==> config.mk <==
export PLATFORM = sky130hd
export DESIGN_NAME = avgp_queue
export DESIGN_NICKNAME = d
export VERILOG_FILES = /design/src/sv/avgp_queue.sv
export VERILOG_INCLUDE_DIRS = /design/src /design/src/sv
export SDC_FILE = /design/constraint.sdc
export NUM_CORES = 1
export LEC_CHECK = 0
export ABC_CLOCK_PERIOD_IN_PS = 2490
export BUFFER_PORTS_ARGS = -buffer_cell sky130_fd_sc_hd__buf_2
export CORE_UTILIZATION = 55
export DETAILED_ROUTE_END_ITERATION = 10
export HOLD_SLACK_MARGIN = 0.03
export PLACE_DENSITY = 0.85
export SYNTH_ARGS = -nofsm -noshare
export SYNTH_HDL_FRONTEND = slang
export SYNTH_SLANG_ARGS = --single-unit
export TNS_END_PERCENT = 30
==> constraint.sdc <==
create_clock -name i_clk -period 2.49 [get_ports i_clk]
set_input_delay 0.498 -clock i_clk [delete_from_list [all_inputs] [get_ports i_clk]]
set_output_delay 0.498 -clock i_clk [all_outputs]
set_load 0.02 [all_outputs]
==> src/sv/assert_macros.svh <==
// assertion macros shared by the rtl files
// expects i_clk and i_rst_n in the including module
`ifndef ASSERT_MACROS_SVH
`define ASSERT_MACROS_SVH

// property that holds on every clock edge out of reset
`define AVGP_ASSERT_ALWAYS(label, prop, msg) \
    label: assert property (@(posedge i_clk) disable iff (!i_rst_n) (prop)) \
        else $error(msg);

// consequent holds in the cycle after the antecedent
`define AVGP_ASSERT_NEXT(label, ante, cons, msg) \
    label: assert property (@(posedge i_clk) disable iff (!i_rst_n) (ante) |=> (cons)) \
        else $error(msg);

`endif

==> src/sv/avgp_queue.sv <==
// small register queue with occupancy count
// depends on assert_macros.svh
`default_nettype none
`include "assert_macros.svh"

module avgp_queue #(
    parameter int WIDTH = 8,
    parameter int DEPTH = 4
) (
    input  logic                           i_clk,
    input  logic                           i_rst_n,
    input  logic                           i_push,
    input  logic [WIDTH-1:0]               i_data,
    output logic                           o_full,
    input  logic                           i_pop,
    output logic                           o_empty,
    output logic [WIDTH-1:0]               o_data,
    output logic [$clog2(DEPTH+1)-1:0]     o_count
);
    localparam int PW = (DEPTH > 1) ? $clog2(DEPTH) : 1;
    localparam int CW = $clog2(DEPTH+1);

    logic [WIDTH-1:0] r_mem [DEPTH];
    logic [PW-1:0]    r_wp, n_wp, r_rp, n_rp;
    logic [CW-1:0]    r_cnt, n_cnt;
    logic             w_wr, w_rd;

    assign o_full  = (r_cnt == CW'(DEPTH));
    assign o_empty = (r_cnt == '0);
    assign o_data  = r_mem[r_rp];
    assign o_count = r_cnt;
    assign w_wr    = i_push && !o_full;
    assign w_rd    = i_pop && !o_empty;

    always_comb begin
        n_wp  = r_wp;
        n_rp  = r_rp;
        n_cnt = r_cnt;
        if (w_wr) begin
            n_wp = (r_wp == PW'(DEPTH-1)) ? '0 : r_wp + PW'(1);
        end
        if (w_rd) begin
            n_rp = (r_rp == PW'(DEPTH-1)) ? '0 : r_rp + PW'(1);
        end
        if (w_wr && !w_rd) begin
            n_cnt = r_cnt + CW'(1);
        end else if (w_rd && !w_wr) begin
            n_cnt = r_cnt - CW'(1);
        end
    end

    always_ff @(posedge i_clk) begin
        if (!i_rst_n) begin
            r_wp  <= '0;
            r_rp  <= '0;
            r_cnt <= '0;
        end else begin
            r_wp  <= n_wp;
            r_rp  <= n_rp;
            r_cnt <= n_cnt;
        end
    end

    always_ff @(posedge i_clk) begin
        if (w_wr) begin
            r_mem[r_wp] <= i_data;
        end
    end

    `AVGP_ASSERT_ALWAYS(a_cnt_range, r_cnt <= CW'(DEPTH), "queue count beyond depth")
    `AVGP_ASSERT_ALWAYS(a_no_overflow, !(i_push && o_full), "word pushed into full queue")
    `AVGP_ASSERT_NEXT(a_cnt_down, w_rd && !w_wr, r_cnt == $past(r_cnt) - CW'(1), "count lost on read")
    `AVGP_ASSERT_NEXT(a_cnt_up, w_wr && !w_rd, r_cnt == $past(r_cnt) + CW'(1), "count lost")

endmodule

`default_nettype wire

* Word-level counts from Yosys, hierarchy flattened *
Memory sizes are Yosys's and may differ from the RTL's. A register that Yosys moved wholly into a read port is not among the register bits.
Cells that the tools add are included.

storage, ports and cells
  bits in registers = 7
  RAM bits = 32
  input port bits = 12
  output and inout port bits = 13
  logic and storage cells = 29
  memories kept = 1

memory list
  name   words  bits a word  rd ports  clocked after memory_dff  wr ports  line              RTL
  r_mem  4      8            1         1                         1         avgp_queue.sv:23  logic [WIDTH-1:0] r_mem [DEPTH];

cells by class
  $add $sub $neg = 4
  equality and inequality tests = 3
  muxes and demuxes = 8
  reductions and logical operators = 10

operators by type and width
  operator               number
  $mux W2                4
  $mux W3                2
  $add A2 B1 Y2 const B  2
  $eq A2 B2 Y1 const B   2
  $logic_and A1 B1 Y1    4
  $logic_not A1 Y1       4
  $add A3 B1 Y3 const B  1
  $eq A3 B3 Y1 const B   1
  $logic_not A3 Y1       1
  $sub A3 B1 Y3 const B  1
  $mux W1                2
  $reduce_bool A2 Y1     1

* Logic depth before layout (Yosys ltp) *
  word-level depth = 7
  gate-level depth with buffers = 9
  depth with buffers taken out = 8

* Worst setup path after synthesis *
Ideal clock, no wire load.

  path type = reg2reg
  start = register r_cnt[0] (netlist: o_count[0])
  end = register r_cnt[2] (netlist: o_count[2])
  setup time = 0.076 ns
  data arrival time = 2.146 ns
  path slack = 0.269 ns
  cell stages (with the launch flop) = 10
  buffers on the path = 1
  clock period less this slack = 2.221 ns
  path through = dfxtp_1 > nor3b_2 > nor2b_1 > buf_2 > ha_1 > inv_1 > fa_1 > xor2_1 > or3_1 > a21boi_0

on the way
  longest elaborated chain between the ends = 6

RTL lines
  what                          line              RTL
  start, declared               avgp_queue.sv:25  logic [CW-1:0] r_cnt, n_cnt;
  start signal, assigned        avgp_queue.sv:60  r_cnt <= n_cnt;
  $eq A3 B3 Y1 (*)              avgp_queue.sv:28  assign o_full = (r_cnt == CW'(DEPTH));
  via o_full                    avgp_queue.sv:14  output logic o_full,
  $logic_not A1 Y1 (*)          avgp_queue.sv:32  assign w_wr = i_push && !o_full;
  $logic_and A1 B1 Y1 (*)       avgp_queue.sv:32
  via w_wr                      avgp_queue.sv:26  logic w_wr, w_rd;
  $logic_not A1 Y1              avgp_queue.sv:47  end else if (w_rd && !w_wr) begin
  $logic_and A1 B1 Y1           avgp_queue.sv:47
  $reduce_bool A2 Y1 (no line)  n/a

Mark *: on every way through the listed nets, which the timed path passes. The rest lies on a longest branch. The select of a mux whose other input is x is not followed.
A chain may end at the register's enable or synchronous reset.

==> flow_metrics.py <==
metrics = {
    "pwr": {
        "power_frac_comb": 0.282,
        "clkPwrFrac": 0.223,
        "leakagePower_nw": 0.692,
        "intPower_mw": 1.30,
        "p_switching_uw": 586,
        "p_sw_frac": 0.310,
        "ir_worst_vdd_uv": 750,
        "seqPwrFrac": 0.495,
        "power_density_nw_per_um2": 1010,
    },
    "clock_tree": {
        "clock_latency_ns": 0.34,
        "cts_made_buffers": 5,
        "h-tree-depth": 2,
        "cts_hold_buf": 0,
        "clockBufferDepth": 2,
        "path_clk_slew_ns": 0.12,
        "clock_sinks": 41,
        "cts_tree": "yes",
        "cts-root-buf": "clkbuf_4",
        "postCtsSetupBuffers": 0,
    },
    "detailed_routing": {
        "ant_nets": 0,
        "wire_per_inst_um": 15.4,
        "drt-total-wl_um": 2360,
        "viasPerCell": 5.54,
        "drcViolationCount": 0,
        "firstDrtPassIters": 3,
        "via_count": 847,
        "drtIter0Drc": 20,
    },
    "placement": {
        "placed_area_um2": 1780,
        "gp_congestion": 0.758,
        "place_ws_ns": 0.159,
        "dp_hpwl_um": 1700,
        "portBuffers": 24,
    },
    "timing": {
        "final-hold-violation-count": 0,
        "fin_crit_ns": 2.26,
        "fin_ws_ns": 0.228,
        "setup_viol": 0,
        "fmax_mhz": 442,
        "drv_slew": 0,
        "relSlewSlack": 0.646,
        "setup_tns_ns": 0,
        "rsz0062_at_grt": "no",
        "tightest_slew_ns": 0.530,
        "finalCritPeriodShare": 0.908,
        "hold_ws_ns": 0.365,
        "finClkSkew_ns": 0.0135,
    },
    "grt": {
        "track_usage": 0.167,
        "grt_antenna_before_repair": 0,
        "globalRouteOverflowTotal": 0,
        "grt_max_degree": 15,
        "grt_pass1_vias": 818,
        "grt_pass1_wl_um": 3740,
    },
    "final_layout": {
        "area_delta_synth_final_pct": 14.6,
        "final_util": 0.672,
        "drive_gt1_frac": 0.352,
        "nFillCells": 203,
        "antenna_cells": 0,
        "fin_area_um2": 1870,
        "final_nets": 140,
    },
    "yosys": {
        "synth_seq_cells": 41,
        "synth_cell_types": 23,
        "synth_top_cell_by_area": "edfxtp_1",
        "synth_top_area_frac": 0.589,
        "synth-edff-count": 32,
        "synth_area_per_cell_um2": 17.5,
        "synth_most_common_cell": "edfxtp_1",
        "async_flop_share": 0,
        "syn_nets": 112,
        "seq_area_frac_synth": 0.700,
        "syn_area_um2": 1630,
        "ys_top_cells_by_area": "edfxtp_1 59%, dfxtp_1 11%, mux4_2 11%",
        "synth_flop_cell": "edfxtp_1",
        "yosys-top-cells-count": "32 x edfxtp_1, 9 x dfxtp_1, 8 x mux4_2",
        "postSynthCellCount": 93,
        "synth-warning-count": 0,
    },
    "critical_path": {
        "reg2reg_slack_ns": 0.30,
        "timing.critical_path.to_type": "output port",
        "crit_arrival_ns": 1.76,
        "cp-start-kind": "register",
        "critPathKind": "register to output port",
        "crit_fanout": 8,
        "crit_required_ns": 1.99,
    },
    "floorplan": {
        "num_io_pins": 25,
        "fp.dieW_um": 56.4,
        "die_y_um": 56.4,
        "num_rows": 19,
        "coreArea_um2": 2780,
        "start_util": 0.586,
        "dieArea_um2": 3190,
    },
    "worst_hold_path": {
        "hp-class": "input pin to register",
    },
    "status": {
        "outcome": "completed",
    },
    "run": {
        "cap_viol_max_count": 0,
    },
}
-- cell usage in the layout, fill, tap and decap left out, types with 2 or more instances in the layout --
cell,synthesis,layout
edfxtp_1,32,32
buf_2,2,24
dfxtp_1,9,9
mux4_2,8,8
nand2_1,6,6
ha_1,6,6
and2_1,5,5
clkbuf_4,0,5
inv_1,3,3
mux2i_1,3,3
o21ai_0,3,3
nor2b_1,2,2
nor2_1,2,2
nand3_1,2,2
-- registers in the layout, indices dropped and copies added (netlist names), named ones only --
register / cells
o_count: 3
r_mem: 32
r_rp: 2
r_wp: 2
-- power groups by stage --
stage | combinational [mW] | sequential, mW | clock, mW
CTS | 0.536 | 0.938 | 0.432
finish | 0.532 | 0.935 | 0.422
global route | 0.574 | 0.955 | 0.465
detailed placement | 0.532 | 0.955 | 0
floorplan | 0.405 | 0.921 | 0
global placement | 0.517 | 0.945 | 0
-- worst paths after layout --
check,to,startpoint,depth (start not counted)
worst min-delay path,r_mem[1][2],i_data[2],1
worst min register to register,r_wp[1],r_wp[1],2
worst max register to register,o_count[2],o_count[1],7
worst max-delay path,o_data[4],register,2
-- stage by stage --
stage	power, mW	cells
after global routing	1.99	153
after CTS	1.91	153
after detailed placement	1.49	145
final	1.89	153
after floorplan	1.33	93
after global placement	1.46	145
-- critical path, stage by stage (launching register included) --
cell     delay (ns)
dfxtp_1        0.67
mux4_2         0.57
buf_2          0.17
-- routing by layer --
| metal | up-vias | part of all wire | GRT usage |
|---|---|---|---|
| li1 | 409 | - | - |
| met1 | 419 | 0.40 | 0.183 |
| met2 | 14 | 0.54 | 0.284 |
| met3 | 5 | 0.043 | 0.0553 |
| met4 | 0 | 0.017 | 0.0941 |
| met5 | - | 0 | 0 |
-- final cells by class --
cell class                      count  area [um^2]  area share
Clock buffer                        5         37.5      0.0201
Clock inverter                      3         46.3      0.0248
Inverter                            3         11.3     0.00603
Multi-Input combinational cell     45          465       0.249
Sequential cell                    41         1140       0.611
Tap cell                           31         38.8      0.0208
Timing Repair Buffer               25          128      0.0683
-- logic make-up after synthesis --
logic type	count (synthesis)	synth area share
DFF	41	0.700
and+or+nand+nor	20	0.0660
muxes	11	0.129
buffers and inverters	7	0.0176
adders and majority gates	7	0.0583
AOI/OAI and AO/OA	5	0.0184
xor gates and xnor gates	2	0.0107
-- what timing repair did --
action,in CTS,in global routing
gates resized for setup,0,1
setup endpoints to repair,0,1
endpoints found under the hold margin,0,0
(Power assumes the default switching activity.)
